### config.mk
export PLATFORM = sky130hd
export DESIGN_NAME = byte_ring_fifo_top
export DESIGN_NICKNAME = d
export VERILOG_FILES = /design/src/rtl/brf_pkg.sv /design/src/rtl/brf_ram.sv /design/src/rtl/byte_ring_fifo_top.sv
export SDC_FILE = /design/constraint.sdc
export NUM_CORES = 2
export LEC_CHECK = 0
export ABC_CLOCK_PERIOD_IN_PS = 7600
export BUFFER_PORTS_ARGS = -buffer_cell sky130_fd_sc_hd__buf_4
export CORE_ASPECT_RATIO = 0.9
export CORE_MARGIN = 2
export CORE_UTILIZATION = 45
export CTS_CLUSTER_DIAMETER = 40
export DETAILED_ROUTE_END_ITERATION = 6
export PLACE_DENSITY = 0.7
export SLEW_MARGIN = 40
export SYNTH_ARGS = -nofsm -noshare
export SYNTH_HDL_FRONTEND = slang
export SYNTH_SLANG_ARGS = --single-unit
### constraint.sdc
create_clock -name clk -period 7.6 [get_ports clk]
set_input_delay 0.38 -clock clk [delete_from_list [all_inputs] [get_ports clk]]
set_output_delay 0.38 -clock clk [all_outputs]
set_load 0.02 [all_outputs]
### src/rtl/brf_pkg.sv
// shared types and constants for the byte ring fifo
package brf_pkg;

  localparam int BYTE_W  = 8;
  localparam int SIZE_W  = 4;
  localparam int REQ_W   = 7;
  localparam int LEVEL_W = 9;

  localparam logic [SIZE_W-1:0] SIZE_RESET = 4'd8;

  // command codes
  localparam logic CMD_PUT = 1'b0;
  localparam logic CMD_GET = 1'b1;

  // one result transaction
  typedef struct packed {
    logic [BYTE_W-1:0]  out_byte;
    logic               has_data;
    logic               accepted;
    logic               last;
    logic [LEVEL_W-1:0] level;
  } result_t;

endpackage

### src/rtl/brf_ram.sv
// generic simple dual port ram with registered read
module brf_ram #(
  parameter int WIDTH = 8,
  parameter int DEPTH = 256
) (
  input  logic                     clk,
  input  logic                     wr_en,
  input  logic [$clog2(DEPTH)-1:0] wr_addr,
  input  logic [WIDTH-1:0]         wr_data,
  input  logic                     rd_en,
  input  logic [$clog2(DEPTH)-1:0] rd_addr,
  output logic [WIDTH-1:0]         rd_data
);

  logic [WIDTH-1:0] mem [DEPTH];

  // write port
  always_ff @(posedge clk) begin
    if (wr_en) begin
      mem[wr_addr] <= wr_data;
    end
  end

  // registered read port
  always_ff @(posedge clk) begin
    if (rd_en) begin
      rd_data <= mem[rd_addr];
    end
  end

endmodule

### src/rtl/byte_ring_fifo_top.sv
// byte fifo over a power-of-two ring store, top level
//
// Input channel (in_valid / in_stall) carries command, data_byte and
// read_count. A put stores data_byte if there is room and gives one result;
// a get gives min(read_count, MAX_BURST, level) results, one byte each, the final one
// marked with last. A get on an empty queue, or with read_count zero,
// gives a single marked result without data. Every result carries level.
// Output channel (out_valid / out_stall) carries the results through a
// two-entry output queue, so the receiver may stall at any time.
// Config channel (cfg_valid / cfg_ready) writes size_log2 and empties the queue;
// it is ready outside reset. The user must write it only while the block is idle;
// the block does not enforce this. A result is held in the pending register,
// then in the output queue. Throughput: one item per cycle for puts, and one
// byte per cycle during a get burst, set by the single registered read port of
// the ring store; a new item is taken the cycle after a burst's last read. A
// stalled receiver holds the queue full and then blocks input.
// Reset stalls the input, empties the queue and sets size_log2 to 8; the ring
// store itself is not cleared, only entries written since the last emptying are read.
module byte_ring_fifo_top #(
  parameter int MAX_DEPTH = 256,
  parameter int MAX_BURST = 64
) (
  input  logic                         clk,
  input  logic                         rst,
  // input channel
  input  logic                         in_valid,
  output logic                         in_stall,
  input  logic                         command,
  input  logic [brf_pkg::BYTE_W-1:0]   data_byte,
  input  logic [brf_pkg::REQ_W-1:0]    read_count,
  // output channel
  output logic                         out_valid,
  input  logic                         out_stall,
  output logic [brf_pkg::BYTE_W-1:0]   out_byte,
  output logic                         has_data,
  output logic                         accepted,
  output logic                         last,
  output logic [brf_pkg::LEVEL_W-1:0]  level,
  // config channel
  input  logic                         cfg_valid,
  output logic                         cfg_ready,
  input  logic [brf_pkg::SIZE_W-1:0]   cfg_data
);

  localparam int AW   = $clog2(MAX_DEPTH);
  localparam int CW   = AW + 1;
  localparam int LG_W = 5;
  localparam int EW   = (CW > brf_pkg::LEVEL_W) ? CW : brf_pkg::LEVEL_W;
  localparam int NW   = (CW > brf_pkg::REQ_W) ? CW : brf_pkg::REQ_W;

  localparam logic ST_IDLE = 1'b0;
  localparam logic ST_GET  = 1'b1;

  logic                        state;
  logic [brf_pkg::SIZE_W-1:0]  size_log2;
  logic [CW-1:0]               wr_cnt;
  logic [CW-1:0]               rd_cnt;
  logic [brf_pkg::REQ_W-1:0]   remain;

  // pending result waiting for ram read data
  logic                        pend_valid;
  logic                        pend_rd;
  logic                        pend_acc;
  logic                        pend_last;
  logic [brf_pkg::LEVEL_W-1:0] pend_level;

  // output queue
  brf_pkg::result_t            q [2];
  logic [1:0]                  q_cnt;

  logic [brf_pkg::BYTE_W-1:0]  rd_data;
  brf_pkg::result_t            pend_res;

  logic [LG_W-1:0]             lg_min;
  logic [LG_W-1:0]             lg_eff;
  logic [CW-1:0]               cap;
  logic [AW-1:0]               addr_mask;
  logic [CW-1:0]               occ;
  logic                        full;
  logic [brf_pkg::REQ_W-1:0]   want;
  logic [NW-1:0]               want_ext;
  logic [NW-1:0]               occ_ext;
  logic [NW-1:0]               n_ext;
  logic [brf_pkg::REQ_W-1:0]   n;

  logic                        pop;
  logic [1:0]                  cnt_after;
  logic [1:0]                  q_cnt_next;
  logic                        room;
  logic                        in_fire;
  logic                        put_fire;
  logic                        get_fire;
  logic                        store;
  logic                        issue;
  logic                        launch;
  logic                        cfg_fire;
  logic                        l_next;
  logic [EW-1:0]               lvl_ext;
  logic [CW-1:0]               lvl_next;

  // capacity and occupancy
  always_comb begin
    lg_min    = (size_log2 == '0) ? LG_W'(1) : LG_W'(size_log2);
    lg_eff    = (lg_min > LG_W'(AW)) ? LG_W'(AW) : lg_min;
    cap       = CW'(1) << lg_eff;
    addr_mask = AW'(cap - CW'(1));
    occ       = wr_cnt - rd_cnt;
    full      = occ >= cap;
  end

  // burst length of a get
  always_comb begin
    want     = (read_count > brf_pkg::REQ_W'(MAX_BURST)) ?
               brf_pkg::REQ_W'(MAX_BURST) : read_count;
    want_ext = NW'(want);
    occ_ext  = NW'(occ);
    n_ext    = (want_ext < occ_ext) ? want_ext : occ_ext;
    n        = n_ext[brf_pkg::REQ_W-1:0];
  end

  // handshakes and room in the output queue
  always_comb begin
    pop        = (q_cnt != 2'd0) && !out_stall;
    cnt_after  = q_cnt - {1'b0, pop};
    q_cnt_next = cnt_after + {1'b0, pend_valid};
    room       = q_cnt_next < 2'd2;
    in_stall   = rst || !((state == ST_IDLE) && room);
    in_fire    = in_valid && !in_stall;
    put_fire   = in_fire && (command == brf_pkg::CMD_PUT);
    get_fire   = in_fire && (command == brf_pkg::CMD_GET);
    store      = put_fire && !full;
    issue      = (get_fire && (n != '0)) || ((state == ST_GET) && room);
    launch     = in_fire || ((state == ST_GET) && room);
    cfg_ready  = !rst;
    cfg_fire   = cfg_valid && cfg_ready;
  end

  // fields of the next pending result
  always_comb begin
    l_next   = 1'b1;
    lvl_next = occ;
    if (store) begin
      lvl_next = occ + CW'(1);
    end else if (issue) begin
      lvl_next = occ - CW'(1);
      l_next   = (state == ST_GET) ? (remain == brf_pkg::REQ_W'(1))
                                   : (n == brf_pkg::REQ_W'(1));
    end
    lvl_ext = EW'(lvl_next);
  end

  // control state and counters
  always_ff @(posedge clk) begin
    if (rst) begin
      state      <= ST_IDLE;
      size_log2  <= brf_pkg::SIZE_RESET;
      wr_cnt     <= '0;
      rd_cnt     <= '0;
      remain     <= '0;
      pend_valid <= 1'b0;
    end else begin
      pend_valid <= launch;
      if (store) begin
        wr_cnt <= wr_cnt + CW'(1);
      end
      if (issue) begin
        rd_cnt <= rd_cnt + CW'(1);
      end
      if (get_fire && (n > brf_pkg::REQ_W'(1))) begin
        state  <= ST_GET;
        remain <= n - brf_pkg::REQ_W'(1);
      end else if ((state == ST_GET) && room) begin
        remain <= remain - brf_pkg::REQ_W'(1);
        if (remain == brf_pkg::REQ_W'(1)) begin
          state <= ST_IDLE;
        end
      end
      if (cfg_fire) begin
        size_log2 <= cfg_data;
        wr_cnt    <= '0;
        rd_cnt    <= '0;
      end
    end
  end

  // pending result payload
  always_ff @(posedge clk) begin
    if (launch) begin
      pend_rd    <= issue;
      pend_acc   <= store;
      pend_last  <= l_next;
      pend_level <= lvl_ext[brf_pkg::LEVEL_W-1:0];
    end
  end

  // ring store
  brf_ram #(
    .WIDTH (brf_pkg::BYTE_W),
    .DEPTH (MAX_DEPTH)
  ) u_ring (
    .clk     (clk),
    .wr_en   (store),
    .wr_addr (wr_cnt[AW-1:0] & addr_mask),
    .wr_data (data_byte),
    .rd_en   (issue),
    .rd_addr (rd_cnt[AW-1:0] & addr_mask),
    .rd_data (rd_data)
  );

  // assemble the result once read data is back
  always_comb begin
    pend_res.out_byte = pend_rd ? rd_data : '0;
    pend_res.has_data = pend_rd;
    pend_res.accepted = pend_acc;
    pend_res.last     = pend_last;
    pend_res.level    = pend_level;
  end

  // output queue count
  always_ff @(posedge clk) begin
    if (rst) begin
      q_cnt <= 2'd0;
    end else begin
      q_cnt <= q_cnt_next;
    end
  end

  // output queue payload, head in entry 0
  always_ff @(posedge clk) begin
    if (pend_valid && (cnt_after == 2'd0)) begin
      q[0] <= pend_res;
    end else if (pop) begin
      q[0] <= q[1];
    end
    if (pend_valid && (cnt_after != 2'd0)) begin
      q[1] <= pend_res;
    end
  end

  // output ports
  assign out_valid = q_cnt != 2'd0;
  assign out_byte  = q[0].out_byte;
  assign has_data  = q[0].has_data;
  assign accepted  = q[0].accepted;
  assign last      = q[0].last;
  assign level     = q[0].level;

  // a pending result always finds a free queue entry
  assert property (@(posedge clk) disable iff (rst)
    pend_valid |-> (q_cnt != 2'd2) || pop)
    else $error("output queue overflow");

  // queue count never goes past two
  assert property (@(posedge clk) disable iff (rst)
    q_cnt != 2'd3)
    else $error("output queue count out of range");

  // a burst never reads an empty queue
  assert property (@(posedge clk) disable iff (rst)
    (state == ST_GET) |-> (occ != '0) && (remain != '0))
    else $error("burst read past the stored bytes");

  // a put on a full queue leaves the write counter alone
  assert property (@(posedge clk) disable iff (rst)
    (put_fire && full && !cfg_fire) |=> $stable(wr_cnt))
    else $error("write counter moved on a full put");

  // no input is taken during a burst
  assert property (@(posedge clk) disable iff (rst)
    (state == ST_GET) |-> in_stall)
    else $error("input taken during a burst");

endmodule

# Word level (Yosys, flattened, before mapping)
# Memory sizes are Yosys's and may differ from the RTL's. A register that Yosys moved wholly into a read port is not among the register bits.
# Index checks and enable logic that the tools add are counted.
dict set report op_classes {
  add_sub_neg 10
  order_cmp 6
  bitwise_logic 6
  reduce_logical 30
  eq_ne 2
  shift 1
  n_mux 23
}
# operator count
set ops {}
lappend ops {{2-to-1 mux 7 bit} 4}
lappend ops {{adder 9 x 1 -> 9 bit, second input constant} 3}
lappend ops {{2-to-1 mux 20 bit} 1}
lappend ops {{2-to-1 mux 9 bit} 2}
lappend ops {{AND 8 bit} 2}
lappend ops {{equality test 7 x 1 -> 1 bit, second input constant} 2}
lappend ops {{subtractor 7 x 1 -> 7 bit, second input constant} 2}
lappend ops {{2-to-1 mux 1 bit} 13}
lappend ops {{logical AND 1 bit} 12}
lappend ops {{>= comparator 9 bit} 1}
lappend ops {{less-than comparator 7 x 9 -> 1 bit} 1}
lappend ops {{<< shifter 1 x 4 -> 9 bit, first input constant} 1}
lappend ops {{subtractor 9 x 1 -> 9 bit, second input constant} 1}
lappend ops {{subtractor 9 bit} 1}
lappend ops {{2-to-1 mux 4 bit} 2}
lappend ops {{2-to-1 mux 8 bit} 1}
lappend ops {{nonzero test 2 bit} 4}
lappend ops {{subtractor 8 x 1 -> 8 bit, second input constant} 1}
lappend ops {{> comparator 7 x 1 -> 1 bit, second input constant} 1}
lappend ops {{> comparator 7 bit, second input constant} 1}
lappend ops {{nonzero test 7 bit} 1}
lappend ops {{zero test 1 bit} 5}
lappend ops {{> comparator 4 bit, second input constant} 1}
lappend ops {{zero test 4 bit} 1}
lappend ops {{other kinds (9)} 14}
dict set report word_totals {
  output_inout_bits 23
  inputBits 25
  wordCells 91
  memories 2
  ff_bits 45
  mem_bits_rw 2088
}
# name words word_bits rd rd_clocked_by_memory_dff write_ports line
set mem_list {}
lappend mem_list {u_ring.mem 256 8 1 1 1 brf_ram.sv:15} ;# logic [WIDTH-1:0] mem [DEPTH];
lappend mem_list {q 2 20 2 0 2 byte_ring_fifo_top.sv:68} ;# brf_pkg::result_t q [2];

# Longest topological paths before layout
dict set report logic_depth {
  depth_word 15
  depth_mapped 27
  ltp_nobuf 23
}

# Hierarchy
# Synthesis repeated with hierarchy kept, for this count alone.
dict set report hier_totals {
  cells_unflattened 4246
  area_unflattened_um2 84753.8
}
# module seq_area_each_um2 cells_each instances area_each_um2
set by_module_without_submodules {}
lappend by_module_without_submodules {brf_ram 61739.2 3733 1 79636.4}
lappend by_module_without_submodules {byte_ring_fifo_top 2222.1 513 1 5117.4}

# Worst setup path before layout
# OpenSTA, ideal clock, no wires.
dict set report synth_timing {
  kind {register -> register}
  from {register rd_cnt[1]}
  to {register pend_level[2] (netlist bit) (data pin)}
  setup_slack_ps 2407
  period_less_slack_ps 5193
  path_buffers 4
  stages_incl_launch_ff 26
  required_ps 7341
  setup_time_ps 259
  arrival_time_ps 4934
  cell_sequence {dfxtp_1 -> inv_1 -> ha_1 -> nor2b_1 -> o21a_1 -> nor2_1 -> xnor2_1 -> inv_1 -> ha_1 -> nand3_1 -> a21oi_1 -> a2111oi_2 -> a22oi_1 -> maj3_2 -> nand2_1 -> buf_2 -> mux2_2 -> ha_1 -> clkbuf_1 -> nand2_1 -> nor3_1 -> a211oi_2 -> buf_2 -> buf_6 -> a22oi_1 -> xnor2_1}
}
dict set report synth_between {
  elab_chain_len 8
  word_cells_on_any_way 13
  cone_classes {3 x add/sub; 2 x order compare; 3 x mux; 5 x reduce/logical}
}
# item line
set synth_lines {}
lappend synth_lines {{start: declaration} byte_ring_fifo_top.sv:57} ;# logic [CW-1:0] rd_cnt;
lappend synth_lines {{start signal: assignment} byte_ring_fifo_top.sv:167} ;# rd_cnt <= rd_cnt + CW'(1);
lappend synth_lines {{subtractor 9 bit *} byte_ring_fifo_top.sv:107} ;# occ = wr_cnt - rd_cnt;
lappend synth_lines {{less-than comparator 7 x 9 -> 1 bit} byte_ring_fifo_top.sv:117} ;# n_ext = (want_ext < occ_ext) ? want_ext : occ_ext;
lappend synth_lines {{2-to-1 mux 7 bit *} byte_ring_fifo_top.sv:117}
lappend synth_lines {{nonzero test 7 bit *} byte_ring_fifo_top.sv:132} ;# issue = (get_fire && (n != '0)) || ((state == ST_GET) && room);
lappend synth_lines {{logical AND 1 bit *} byte_ring_fifo_top.sv:132}
lappend synth_lines {{logical OR 1 bit *} byte_ring_fifo_top.sv:132}
lappend synth_lines {{net issue} byte_ring_fifo_top.sv:94} ;# logic issue;
lappend synth_lines {{2-to-1 mux 9 bit *} byte_ring_fifo_top.sv:144} ;# end else if (issue) begin
lappend synth_lines {{2-to-1 mux 9 bit *} byte_ring_fifo_top.sv:142} ;# if (store) begin
lappend synth_lines {{net lvl_ext[2]} byte_ring_fifo_top.sv:98} ;# logic [EW-1:0] lvl_ext;
lappend synth_lines {{end signal: assignment} byte_ring_fifo_top.sv:192} ;# pend_level <= lvl_ext[brf_pkg::LEVEL_W-1:0];
lappend synth_lines {{end: declaration} byte_ring_fifo_top.sv:65} ;# logic [brf_pkg::LEVEL_W-1:0] pend_level;
# The timed path passes the listed nets; every way through them passes the cells marked *.
# A chain may end at the register's enable or synchronous reset.

# Worst setup path in the final report
dict set report layout_timing {
  from {register rd_cnt[0]}
  to {memory u_ring.mem[130][3], enable pin}
}
dict set report layout_between {
  elab_chain_len 6
}
# item line
set layout_lines {}
lappend layout_lines {{subtractor 9 bit} byte_ring_fifo_top.sv:107}
lappend layout_lines {{>= comparator 9 bit} byte_ring_fifo_top.sv:108} ;# full = occ >= cap;
lappend layout_lines {{zero test 1 bit} byte_ring_fifo_top.sv:131} ;# store = put_fire && !full;
lappend layout_lines {{logical AND 1 bit} byte_ring_fifo_top.sv:131}
lappend layout_lines {{2-to-1 mux 1 bit} brf_ram.sv:19} ;# if (wr_en) begin
lappend layout_lines {{2-to-1 mux 1 bit (implied by the code)} brf_ram.sv:20} ;# mem[wr_addr] <= wr_data;
lappend layout_lines {{end: declaration} brf_ram.sv:15}
# Every way passes these cells.

==> results.ini <==
[outcome]
status = finished, final reports clean

[sta]
fin_skew_ns = 0.07375
tns_ns = 0
relSlewSlack = 0.3706
finalCriticalPeriod_ns = 6.492
rsz0062_at_grt = no
period_share = 0.8541
tightest_slew_ns = 0.9441
slew_viol_final = 0
hold_violations = 0
setup_viol = 0
timing.fmax_mhz = 154.0

[die]
core_mm2 = 0.1886
dieArea_mm2 = 0.1935
io_pins = 48
start_util = 0.4533
die_w_um = 463.4
fp-row-count = 151
die_h_um = 417.5

[grt]
grt_pass1_vias = 47600
grt_max_degree = 174
overflow = 0
track_usage = 0.2307
grtUsageMet2 = 0.3436
grt-busiest-layer = met2
antenna_found_initial = 10
grt_pass1_wl_um = 328900
grtUsageMet1 = 0.3287
met3_usage = 0.05829

[drt]
drt_iter0_markers = 7656
drt-vias-per-instance = 6.154
ant_nets = 0
drt-total-wl_um = 226600
routedWlPerCell_um = 28.21
drc = 0
vias = 49430
drtPass1Iterations = 6

[cells_and_area]
layout-drive-gt1-share = 0.1800
syn_to_final_growth_pct = 14.65
postLayoutCoreUtil = 0.5198
nNetsFinal = 5372

[synthesis]
yosys.cell_types.count = 76
netlist_instances = 5183
seq_area_frac_synth = 0.7483
syn_avg_cell_area_um2 = 16.49
synth_nets = 5240
synth-seq-cells = 2141
synth_area_mm2 = 0.08548
yosys_warnings = 0
synthFlopType = edfxtp_1
async_reset_ff_frac = 0
synth_edf_count = 2108

[worst_hold_path]
worstHoldPathCells = 1
hold_class = in2reg
holdPathEnd = u_ring.mem[58][1]
hold_start = data_byte[1]

[worst_setup_path]
arrival_ns = 7.02
critPathMaxFanout = 35
rr_worst_depth = 17
crit_required_ns = 8.12
startpoint = rd_cnt[0]
r2r_setup_slack_ns = 1.11
rr_endpoint = u_ring.mem[130][3]
reg2reg_from = rd_cnt[0]
end_kind = flop
cp-start-kind = flop
path_class = reg2reg

[clock_network]
cts_tree = yes
clock_latency_ns = 0.92
numCtsBuffers = 282
clkSlewWorstSetupHoldPaths_ns = 0.06
clock-root-buffer = clkbuf_16
clkSinkCount = 2141
cts_buffer_depth = 4
h-tree-depth = 5
ctsResizeCount = 0

[power]
peakVddDrop_v = 0.0002474
power_density_mw_per_mm2 = 272.0
leakagePower_nw = 30.17

[flow_run]
drv_cap = 0

[placed_design]
dp_hpwl_um = 135400
port_buffers = 47
routabilityCongestion = 0.9120

## cells in the mapped netlist (37+ instances only)
cell | instances | share of area
buf_2 | 78 | 0.0046
mux2i_1 | 90 | 0.011
a21oi_1 | 39 | 0.0023
nor2_1 | 324 | 0.014
a31oi_1 | 54 | 0.0040
clkbuf_1 | 168 | 0.0074
mux4_2 | 314 | 0.083
nand4_1 | 130 | 0.0095
buf_4 | 37 | 0.0032
edfxtp_1 | 2108 | 0.74
nand3_1 | 441 | 0.026
nand2_1 | 795 | 0.035
## what timing repair did
action,CTS,global route
hold endpoints to repair,204,57
endpoints found under the setup margin,0,0
hold buffers,20,2
setup buffers,0,0
## per-layer routing
| layer | part of all wire | vias to the layer above | wire, um |
|---|---|---|---|
| met5 | 0.00012 | - | 28 |
| met4 | 0.036 | 4 | 8261 |
| met3 | 0.12 | 514 | 27120 |
| met2 | 0.45 | 3371 | 102100 |
| met1 | 0.39 | 24963 | 89130 |
| li1 | - | 20578 | - |
## metrics by stage
step / instance area [um2] / instances / hold slack, ns / total power (W) / setup slack [ns]
2_1_floorplan: 85480 / 5183 / 0.4222 / 0.01389 / 2.407
3_3_place_gp: 88410 / 7518 / 0.4341 / 0.01430 / 1.014
3_5_place_dp: 88700 / 7527 / 0.4333 / 0.01432 / 1.121
4_1_cts: 97740 / 8022 / 0.006764 / 0.02674 / 1.031
5_1_grt: 98000 / 8030 / 0.06719 / 0.02729 / 0.7136
6_report: 98000 / 8032 / 0.05672 / 0.02665 / 1.108
## state kept, by name, summed over array words and instances, names as in the netlist
name	cells
pend_rd	1
state	1
q	40
u_ring.rd_data	8
wr_cnt	9
size_log2	4
pend_last	1
pend_acc	1
rd_cnt	9
u_ring.mem	2048
q_cnt	2
pend_level	9
remain	7
pend_valid	1
## cell type report
type	instances	area [um2]
diodes	2	5.005
clock buffers	318	7341
clock inverters	157	1500
fillers	14802	90550
inverters	31	116.4
multi-input cells	2693	20130
flip-flops and latches	2141	63970
well taps	2524	3158
repair buffers	166	1785
## how the worst max path moves through the flow
stage / slack, ns / depth (start not counted) / endpoint
5_1_grt: 0.71 / 17 / u_ring.mem[210][0]
3_5_place_dp: 1.12 / 17 / u_ring.mem[230][1]
4_1_cts: 1.03 / 17 / u_ring.mem[230][0]
2_1_floorplan: 2.41 / 25 / pend_level[2]
6_report: 1.11 / 17 / u_ring.mem[130][3]
3_3_place_gp: 1.01 / 17 / u_ring.mem[230][1]
## where the power goes
| part | internal [W] | total (W) | switching [W] |
|---|---|---|---|
| clock network | 0.00754 | 0.0126 | 0.00501 |
| registers | 0.0131 | 0.0132 | 0.0000534 |
| logic | 0.000321 | 0.000940 | 0.000619 |
| total | 0.0210 | 0.0267 | 0.00568 |
## worst max-delay path: stages, from the launching register on
cell and delay, ns:
dfxtp_4 0.73, ha_1 0.28, inv_1 0.06, fa_1 0.45
a21o_1 0.23, a221oi_2 0.31, xor2_2 0.43, inv_2 0.11
ha_1 0.32, and3_1 0.16, a221oi_1 0.25, o21ai_0 0.19
a31oi_2 0.21, buf_4 0.23, nor3b_2 0.37, nand2_1 0.58
buf_4 0.52, nor2_1 0.67
## placed cells by master, fill, tap and decap left out, types with 29 or more instances in the layout
master / n
dfxtp_1: 32
nor2_2: 29
nand3_1: 441
mux4_2: 314
xnor2_1: 32
inv_1: 29
buf_4: 103
ha_1: 31
nor2_1: 293
mux2i_1: 89
nand4_1: 130
edfxtp_1: 2108
a21oi_1: 35
a31oi_1: 54
clkbuf_16: 289
nand2_1: 779
nor4_1: 30
clkbuf_1: 29
a221oi_1: 33
## cells by family after synthesis
family	Yosys count	synth area share
flops	2141	0.7483
other cells	2	0.00008786
xor+xnor	43	0.004669
buf+inv	349	0.01941
simple gates	1882	0.09916
mux	427	0.09630
compound gates	306	0.02720
fa+ha+maj	33	0.004904
(Power assumes the default switching activity.)
